===== config.mk =====
export PLATFORM = sky130hd
export DESIGN_NAME = call_stack_exclusive_time_unit
export DESIGN_NICKNAME = d
export VERILOG_FILES = /design/src/rtl/cset_pkg.sv /design/src/rtl/cset_stack.sv /design/src/rtl/cset_table.sv /design/src/rtl/call_stack_exclusive_time_unit.sv
export SDC_FILE = /design/constraint.sdc
export NUM_CORES = 2
export LEC_CHECK = 0
export ABC_AREA = 1
export BUFFER_PORTS_ARGS = -buffer_cell sky130_fd_sc_hd__buf_2
export CORE_ASPECT_RATIO = 0.7
export CORE_UTILIZATION = 40
export DETAILED_ROUTE_END_ITERATION = 8
export PLACE_DENSITY = 0.64
export SYNTH_ARGS = -nofsm -noshare
export SYNTH_HDL_FRONTEND = slang
export SYNTH_SLANG_ARGS = --single-unit

===== constraint.sdc =====
create_clock -name clock -period 8.6 [get_ports clock]
set_clock_uncertainty 0.2 [all_clocks]
set_input_delay 1.72 -clock clock [delete_from_list [all_inputs] [get_ports clock]]
set_output_delay 1.72 -clock clock [all_outputs]
set_load 0.05 [all_outputs]

===== src/rtl/cset_pkg.sv =====
package cset_pkg;

   // Widths fixed by the event and result formats.
   localparam int ID_W        = 6;
   localparam int STAMP_W     = 32;
   localparam int COUNT_W     = 7;
   localparam int ERR_W       = 2;
   localparam int REQ_DATA_W  = 40;
   localparam int RSP_DATA_W  = 40;

   // Event kinds carried on req_tuser.
   localparam logic MODE_START = 1'b0;
   localparam logic MODE_END   = 1'b1;

   // Sticky error codes.
   localparam logic [ERR_W-1:0] ERR_NONE      = 2'd0;
   localparam logic [ERR_W-1:0] ERR_OVERFLOW  = 2'd1;
   localparam logic [ERR_W-1:0] ERR_UNDERFLOW = 2'd2;

   // Command from the sequencer to the call stack.
   typedef struct packed {
      logic            rd_en;
      logic            push;
      logic            pop;
      logic [ID_W-1:0] push_id;
   } stk_cmd_type;

   // Status of the call stack.
   typedef struct packed {
      logic empty;
      logic full;
   } stk_stat_type;

   // Control from the sequencer to the time table.
   typedef struct packed {
      logic rd_en;
      logic wr_en;
      logic clear;
   } tbl_ctl_type;

endpackage


===== src/rtl/cset_stack.sv =====
module cset_stack #(
   parameter int STACK_DEPTH = 64
) (
   input  logic                  clock,
   input  logic                  reset,
   input  cset_pkg::stk_cmd_type cmd,
   output cset_pkg::stk_stat_type stat,
   output logic [cset_pkg::ID_W-1:0] top_id
);
   import cset_pkg::*;

   localparam int ADDR_W  = $clog2(STACK_DEPTH);
   localparam int LEVEL_W = $clog2(STACK_DEPTH + 1);
   localparam logic [LEVEL_W-1:0] FULL_LEVEL = LEVEL_W'(STACK_DEPTH);

   logic [ID_W-1:0]    mem [STACK_DEPTH];
   logic [ID_W-1:0]    top_ff;
   logic [LEVEL_W-1:0] level_ff;
   logic [LEVEL_W-1:0] level_in;
   logic [LEVEL_W-1:0] below;

   assign stat.empty = (level_ff == '0);
   assign stat.full  = (level_ff == FULL_LEVEL);
   assign below      = level_ff - LEVEL_W'(1);
   assign top_id     = top_ff;

   // Stack memory: the top entry is read into a register ahead of its use.
   always_ff @(posedge clock) begin
      if (cmd.rd_en) begin
         top_ff <= mem[below[ADDR_W-1:0]];
      end
      if (cmd.push && !stat.full) begin
         mem[level_ff[ADDR_W-1:0]] <= cmd.push_id;
      end
   end

   // Fill level: a push on a full stack and a pop on an empty one are dropped.
   always_comb begin
      level_in = level_ff;
      if (cmd.push && !stat.full) begin
         level_in = level_ff + LEVEL_W'(1);
      end else if (cmd.pop && !stat.empty) begin
         level_in = below;
      end
   end

   always_ff @(posedge clock) begin
      if (reset) begin
         level_ff <= '0;
      end else begin
         level_ff <= level_in;
      end
   end

endmodule


===== src/rtl/cset_table.sv =====
module cset_table #(
   parameter int MAX_FUNCS = 64,
   parameter int TIME_BITS = 32
) (
   input  logic                         clock,
   input  logic                         reset,
   input  cset_pkg::tbl_ctl_type        ctl,
   input  logic [$clog2(MAX_FUNCS)-1:0] rd_addr,
   input  logic [$clog2(MAX_FUNCS)-1:0] wr_addr,
   input  logic [TIME_BITS-1:0]         wr_data,
   output logic [TIME_BITS-1:0]         rd_data
);
   import cset_pkg::*;

   logic [TIME_BITS-1:0] mem [MAX_FUNCS];
   logic [TIME_BITS-1:0] data_ff;
   logic                 hit_ff;
   logic [MAX_FUNCS-1:0] valid_ff;
   logic [MAX_FUNCS-1:0] valid_in;

   // Accumulator memory with a registered read port.
   always_ff @(posedge clock) begin
      if (ctl.rd_en) begin
         data_ff <= mem[rd_addr];
      end
      if (ctl.wr_en) begin
         mem[wr_addr] <= wr_data;
      end
   end

   // One valid bit per entry; an entry never written since the last clear reads as zero.
   always_comb begin
      valid_in = valid_ff;
      if (ctl.clear) begin
         valid_in = '0;
      end else if (ctl.wr_en) begin
         valid_in[wr_addr] = 1'b1;
      end
   end

   always_ff @(posedge clock) begin
      if (reset) begin
         valid_ff <= '0;
         hit_ff   <= 1'b0;
      end else begin
         valid_ff <= valid_in;
         if (ctl.rd_en) begin
            hit_ff <= valid_ff[rd_addr];
         end
      end
   end

   assign rd_data = hit_ff ? data_ff : '0;

endmodule


===== src/rtl/call_stack_exclusive_time_unit.sv =====
// Channel | Direction | Handshake         | Content
// req     | in        | tvalid / tready   | tdata: func_id, timestamp; tuser: mode; tlast: last event
// rsp     | out       | tvalid / tready   | tdata: report_id, exclusive_time, error_code; tlast
// csr     | in        | wr_en             | wr_data: function_count
//
// An event is handled in order: stack top read, accumulator read, then the
// read-modify-write of the accumulator together with the push or pop.
// After a last event, each reported function goes through a table read and a load
// of the output register; the table read waits while the output register waits on rsp_tready.
// The synchronous reset clears the stack level, the time mark, the errors and
// the table valid bits at once; no clearing pass is needed.
module call_stack_exclusive_time_unit #(
   parameter int MAX_FUNCS   = 64,
   parameter int STACK_DEPTH = 64,
   parameter int TIME_BITS   = 32
) (
   input  logic                                clock,
   input  logic                                reset,
   input  logic                                req_tvalid,
   output logic                                req_tready,
   // [5:0] func_id, [37:6] timestamp, [39:38] zero
   input  logic [cset_pkg::REQ_DATA_W-1:0]     req_tdata,
   // [0] mode
   input  logic                                req_tuser,
   input  logic                                req_tlast,
   output logic                                rsp_tvalid,
   input  logic                                rsp_tready,
   // [5:0] report_id, [37:6] exclusive_time, [39:38] error_code
   output logic [cset_pkg::RSP_DATA_W-1:0]     rsp_tdata,
   output logic                                rsp_tlast,
   input  logic                                csr_wr_en,
   input  logic [cset_pkg::COUNT_W-1:0]        csr_wr_data
);
   import cset_pkg::*;

   localparam int FIDX_W = $clog2(MAX_FUNCS);
   localparam int MARK_W = TIME_BITS + 1;
   localparam int SUM_W  = TIME_BITS + 2;
   localparam logic [COUNT_W-1:0] FUNCS_C = COUNT_W'(MAX_FUNCS);
   localparam logic [TIME_BITS-1:0] TIME_MAX = '1;

   localparam logic [2:0] ST_IDLE   = 3'd0;
   localparam logic [2:0] ST_TOP    = 3'd1;
   localparam logic [2:0] ST_UPDATE = 3'd2;
   localparam logic [2:0] ST_RPT_RD = 3'd3;
   localparam logic [2:0] ST_RPT_LD = 3'd4;

   logic [2:0]           state_ff, state_in;
   logic                 mode_ff;
   logic                 last_ff;
   logic [ID_W-1:0]      id_ff;
   logic [TIME_BITS-1:0] stamp_ff;
   logic [TIME_BITS-1:0] stamp_in;
   logic                 has_top_ff;
   logic                 id_ok_ff;
   logic [MARK_W-1:0]    mark_ff, mark_in;
   logic [ERR_W-1:0]     err_ff, err_in;
   logic [COUNT_W-1:0]   count_ff;
   logic [FIDX_W-1:0]    k_ff, k_in;
   logic [FIDX_W-1:0]    last_k_ff, last_k_in;

   logic                 rsp_valid_ff, rsp_valid_in;
   logic                 rsp_last_ff;
   logic [ID_W-1:0]      rsp_id_ff;
   logic [STAMP_W-1:0]   rsp_time_ff, rsp_time_in;
   logic [ERR_W-1:0]     rsp_err_ff;

   logic                 req_fire;
   logic                 rsp_fire;
   logic                 out_free;
   logic [ID_W-1:0]      top_id;
   logic [MARK_W-1:0]    now;
   logic [MARK_W-1:0]    elapsed;
   logic [SUM_W-1:0]     sum;
   logic [TIME_BITS-1:0] acc_new;
   logic [TIME_BITS-1:0] acc_rd;
   logic                 do_charge;
   logic [FIDX_W-1:0]    tbl_rd_addr;

   stk_cmd_type  stk_cmd;
   stk_stat_type stk_stat;
   tbl_ctl_type  tbl_ctl;

   assign req_tready = (state_ff == ST_IDLE);
   assign req_fire   = req_tvalid && req_tready;
   assign rsp_fire   = rsp_valid_ff && rsp_tready;
   assign out_free   = !rsp_valid_ff || rsp_tready;

   // Timestamp and result time at the configured time width.
   generate
      if (TIME_BITS <= STAMP_W) begin : g_narrow
         assign stamp_in    = req_tdata[ID_W +: TIME_BITS];
         assign rsp_time_in = STAMP_W'(acc_rd);
      end else begin : g_wide
         assign stamp_in    = TIME_BITS'(req_tdata[ID_W +: STAMP_W]);
         assign rsp_time_in = acc_rd[STAMP_W-1:0];
      end
   endgenerate

   cset_stack #(
      .STACK_DEPTH (STACK_DEPTH)
   ) u_stack (
      .clock  (clock),
      .reset  (reset),
      .cmd    (stk_cmd),
      .stat   (stk_stat),
      .top_id (top_id)
   );

   cset_table #(
      .MAX_FUNCS (MAX_FUNCS),
      .TIME_BITS (TIME_BITS)
   ) u_table (
      .clock   (clock),
      .reset   (reset),
      .ctl     (tbl_ctl),
      .rd_addr (tbl_rd_addr),
      .wr_addr (top_id[FIDX_W-1:0]),
      .wr_data (acc_new),
      .rd_data (acc_rd)
   );

   // Charge arithmetic: end times are inclusive, so an end event counts one more.
   assign now       = {1'b0, stamp_ff} + MARK_W'(mode_ff == MODE_END);
   assign elapsed   = now - mark_ff;
   assign sum       = {2'b00, acc_rd} + {1'b0, elapsed};
   assign acc_new   = (sum[SUM_W-1:TIME_BITS] != '0) ? TIME_MAX : sum[TIME_BITS-1:0];
   assign do_charge = has_top_ff && id_ok_ff && (now > mark_ff);

   // Sequencer: event update and report walk.
   always_comb begin
      state_in     = state_ff;
      mark_in      = mark_ff;
      err_in       = err_ff;
      k_in         = k_ff;
      last_k_in    = last_k_ff;
      rsp_valid_in = rsp_valid_ff && !rsp_fire;
      stk_cmd      = '0;
      stk_cmd.push_id = id_ff;
      tbl_ctl      = '0;
      tbl_rd_addr  = top_id[FIDX_W-1:0];

      case (state_ff)
         ST_IDLE: begin
            if (req_fire) begin
               stk_cmd.rd_en = 1'b1;
               state_in      = ST_TOP;
            end
         end
         ST_TOP: begin
            tbl_ctl.rd_en = 1'b1;
            state_in      = ST_UPDATE;
         end
         ST_UPDATE: begin
            tbl_ctl.wr_en = do_charge;
            mark_in       = now;
            if (mode_ff == MODE_START) begin
               stk_cmd.push = 1'b1;
               if (stk_stat.full && err_ff == ERR_NONE) begin
                  err_in = ERR_OVERFLOW;
               end
            end else begin
               stk_cmd.pop = 1'b1;
               if (stk_stat.empty && err_ff == ERR_NONE) begin
                  err_in = ERR_UNDERFLOW;
               end
            end
            if (last_ff) begin
               k_in = '0;
               if (count_ff == '0) begin
                  last_k_in = '0;
               end else if (count_ff >= FUNCS_C) begin
                  last_k_in = FIDX_W'(MAX_FUNCS - 1);
               end else begin
                  last_k_in = FIDX_W'(count_ff - COUNT_W'(1));
               end
               state_in = ST_RPT_RD;
            end else begin
               state_in = ST_IDLE;
            end
         end
         ST_RPT_RD: begin
            tbl_rd_addr = k_ff;
            if (out_free) begin
               tbl_ctl.rd_en = 1'b1;
               state_in      = ST_RPT_LD;
            end
         end
         ST_RPT_LD: begin
            rsp_valid_in = 1'b1;
            if (k_ff == last_k_ff) begin
               tbl_ctl.clear = 1'b1;
               err_in        = ERR_NONE;
               state_in      = ST_IDLE;
            end else begin
               k_in     = k_ff + FIDX_W'(1);
               state_in = ST_RPT_RD;
            end
         end
         default: begin
            state_in = ST_IDLE;
         end
      endcase
   end

   // Control registers.
   always_ff @(posedge clock) begin
      if (reset) begin
         state_ff     <= ST_IDLE;
         mark_ff      <= '0;
         err_ff       <= ERR_NONE;
         count_ff     <= FUNCS_C;
         rsp_valid_ff <= 1'b0;
      end else begin
         state_ff     <= state_in;
         mark_ff      <= mark_in;
         err_ff       <= err_in;
         rsp_valid_ff <= rsp_valid_in;
         if (csr_wr_en) begin
            count_ff <= csr_wr_data;
         end
      end
   end

   // Event fields and walk position.
   always_ff @(posedge clock) begin
      k_ff      <= k_in;
      last_k_ff <= last_k_in;
      if (req_fire) begin
         mode_ff    <= req_tuser;
         id_ff      <= req_tdata[ID_W-1:0];
         stamp_ff   <= stamp_in;
         last_ff    <= req_tlast;
         has_top_ff <= !stk_stat.empty;
      end
      if (state_ff == ST_TOP) begin
         id_ok_ff <= ({1'b0, top_id} < FUNCS_C);
      end
   end

   // Output register, loaded once per reported function.
   always_ff @(posedge clock) begin
      if (state_ff == ST_RPT_LD) begin
         rsp_id_ff   <= ID_W'(k_ff);
         rsp_time_ff <= rsp_time_in;
         rsp_err_ff  <= err_ff;
         rsp_last_ff <= (k_ff == last_k_ff);
      end
   end

   assign rsp_tvalid = rsp_valid_ff;
   assign rsp_tdata  = {rsp_err_ff, rsp_time_ff, rsp_id_ff};
   assign rsp_tlast  = rsp_last_ff;

endmodule


==> impl_metrics.py <==
metrics = {
    "yosys": {
        "synth-compound-area-share": 0.107,
        "post_synth_fa_ha_maj_area_fraction": 0.00892,
        "synth_sequential_area_ratio": 0.714,
        "syn_inst": 9283,
        "synth_enable_flop_cells": 2564,
        "mappedNetlistNets": 9415,
        "synthesis.area_per_instance_um2": 12.0,
        "synthMuxAreaShare": 0.00432,
        "async_flop_share": 0,
        "mappedNetlistArea_um2": 111000,
        "synth.distinct_cells": 49,
        "synth.yosys.warnings": 0,
        "dominant_combinational_cell_family_by_area_after_synthesis": "simple AND/OR/NAND/NOR gates",
        "synth_xor_area_frac": 0.00631,
        "synth-simple-area-share": 0.122,
        "ys.flop_type": "sky130_fd_sc_hd__edfxtp_1",
        "synth_seq_cells": 2682,
    },
    "worst_setup_path": {
        "setup.worst_path.start_class": "flip-flop",
        "timing.critical_path.to_type": "flip-flop",
        "worst-endpoint-required_ps": 8910,
        "reg2reg_slack_ps": 1200,
        "cell_occurring_most_often_along_the_worst_timing_path": "sky130_fd_sc_hd__nand2_1",
        "cell_with_the_largest_stage_delay_on_the_worst_path": "sky130_fd_sc_hd__o21ai_0",
        "cp.arrival_ps": 7710,
        "critical_path_buf_inv_count": 6,
        "timing.setup.critical_path_class": "flip-flop to flip-flop",
        "timing.critical_path.slowest_cell_delay_ps": 810,
        "crit_path_leading_delay_family": "simple AND/OR/NAND/NOR gates",
        "worst-path-max-fanout": 64,
    },
    "final_layout": {
        "areaGrowthSynthToFinish_pct": 10.5,
        "mostFrequentLayoutCells": "sky130_fd_sc_hd__edfxtp_1, sky130_fd_sc_hd__nor2_1, sky130_fd_sc_hd__nand2_1, sky130_fd_sc_hd__o21ai_0, sky130_fd_sc_hd__nand3_1",
        "commonest_non_fill_non_tap_cell_in_the_layout": "sky130_fd_sc_hd__edfxtp_1",
        "finalInstanceArea_um2": 123000,
        "num-nets-final": 9349,
        "drive_above_1_share": 0.0696,
        "fin_cells": 13100,
        "post-route-util": 0.445,
    },
    "timing": {
        "timing.slew.headroom": 0.0731,
        "fmax_ghz": 0.135,
        "finalCriticalPeriod_ps": 7400,
        "rsz_0062_raised_after_global_routing": "no",
        "final_setup_violation_count": 0,
        "final-max-slew-violation-count": 0,
        "post-route-period-util": 0.860,
        "report.final.hold_viol_count": 0,
        "worstMarginPinSlew_ps": 1390,
        "final.setup.tns_ps": 0,
    },
    "pwr": {
        "power.density_nw_per_um2": 327,
        "total_leakage_power_nw": 40.9,
        "maximum_vdd_ir_drop_uv": 353,
        "p_total_mw": 40.1,
    },
    "detailed_routing": {
        "via_per_inst": 5.70,
        "routed-via-count": 74600,
        "avgRoutedWirePerCell_um": 23.6,
        "ant_nets": 0,
        "drt_pass1_iterations": 6,
        "routed_wl_um": 308000,
        "route.detailed.drc": 0,
        "detailedRoute.firstIterationViolations": 10400,
    },
    "die": {
        "die_x_um": 632,
        "top_level_ports": 97,
        "floorplan.die.height_um": 443,
        "start_util": 0.403,
        "coreArea_um2": 276000,
        "die_area_um2": 280000,
        "std_cell_rows": 161,
    },
    "global_route": {
        "grt_max_degree": 198,
        "first_global_vias": 69600,
        "grt_pass1_wl_um": 451000,
        "gr-total-overflow": 0,
        "grt_antenna_before_repair": 11,
        "gr-usage-all-layers": 0.213,
    },
    "clocking": {
        "post_cts_setup_driven_buffer_insertion_count": 0,
        "postCtsResizedCells": 0,
        "ctsHtreeMaxLevel": 4,
        "cts-root-buf": "sky130_fd_sc_hd__clkbuf_16",
        "max-clock-path-buffers": 4,
        "clock_latency_ps": 890,
        "numCtsBuffers": 234,
        "clkSinkCount": 2682,
        "cts_tree": "built",
        "clk_pin_slew_worst_paths_ps": 70,
        "ctsHoldBuffers": 0,
    },
    "hold_path": {
        "worst_hold_path_type": "flip-flop to flip-flop",
    },
    "place": {
        "detailedPlacementHpwl_um": 172000,
        "place_inst": 12600,
        "portBuffers": 94,
        "final_weighted_congestion_in_routability_driven_placement": 0.921,
        "place_area_um2": 115000,
    },
    "run_status": {
        "status": "complete, no violations",
    },
    "run": {
        "cap_violations": 0,
    },
}
[Yosys cell counts (all sizes together) (3+ instances only)]
cell | number | area [um^2]
o21a | 5 | 37.5
dfxtp | 118 | 2360
o22ai | 226 | 1410
nor4 | 10 | 62.6
o32ai | 48 | 420
inv | 444 | 1670
o21bai | 17 | 128
o211ai | 335 | 2510
a21boi | 5 | 37.5
o31ai | 3 | 22.5
ha | 76 | 951
a21oi | 188 | 941
nand3b | 5 | 37.5
nand3 | 649 | 3260
nor3 | 50 | 250
edfxtp | 2564 | 77000
a211oi | 4 | 30.0
mux2i | 48 | 480
o21ai | 1144 | 5740
or2 | 4 | 25.0
xor2 | 51 | 447
xnor2 | 29 | 254
clkbuf | 314 | 1180
nor2 | 1534 | 5760
nand2 | 1053 | 3960
buf | 255 | 1310
a21o | 6 | 45.0
a31oi | 11 | 68.8
nand4 | 26 | 169
o221ai | 48 | 420
[registers in the layout, summed over array words and instances, names as in the netlist, 2 cells and up]
register	cells
u_table.mem	2048
u_stack.mem	384
u_table.valid_ff	64
mark_ff	33
rsp_time_ff	32
stamp_ff	32
u_table.data_ff	32
count_ff	7
u_stack.level_ff	7
id_ff	6
k_ff	6
last_k_ff	6
rsp_id_ff	6
u_stack.top_id	6
state_ff	3
err_ff	2
rsp_err_ff	2
[report_power, final]
group	leakage (nW)	switching (mW)	total, mW	internal [mW]
Sequential	23.8	0.0910	17.3	17.2
Clock	3.57	4.67	10.3	5.61
Combinational	13.5	9.89	12.5	2.65
Total	40.9	14.6	40.1	25.5
[metrics by stage]
step,setup WS (ps),hold WS [ps]
after CTS,1450,252
final,1200,251
after global placement,1370,240
after floorplan,2520,230
after detailed placement,1470,241
after global routing,723,270
[cells by family (layout without fill, tap and decap cells)]
group,Yosys count,after routing
buffers and inverters,1015,1135
other,0,7
AOI/OAI and AO/OA,2044,2044
DFF,2682,2682
muxes,48,48
xor gates and xnor gates,80,80
adders and majority gates,78,78
and+or+nand+nor,3336,3336
[path summary, 6_finish.rpt]
path                                           start                   end  cells after the start
worst max register to register               mode_ff    u_table.mem[3][20]                     34
worst min-delay path            u_table.valid_ff[30]  u_table.valid_ff[30]                      2
worst min register to register  u_table.valid_ff[30]  u_table.valid_ff[30]                      2
worst max-delay path                         mode_ff    u_table.mem[3][20]                     34
[layout make-up]
cell class                      count  area (um^2)
Fill cell                       24700       153000
Sequential cell                  2682        79400
Multi-Input combinational cell   5586        27800
Clock buffer                      291         6220
Tap cell                         3667         4590
Timing Repair Buffer              267         1940
Inverter                          446         1690
Clock inverter                    131         1050
Antenna cell                        7         17.5
[tightest hold or removal path, cell delays in order (launching register included)]
cell and delay (ps):
sky130_fd_sc_hd__dfxtp_1 310, sky130_fd_sc_hd__inv_1 50, sky130_fd_sc_hd__a21oi_1 50
[layer usage]
layer,share of wire,track usage
met3,0.12,0.0535
met2,0.43,0.311
met5,0,0
met4,0.023,0.0496
met1,0.43,0.319
Power figures use the tool's default switching activity.
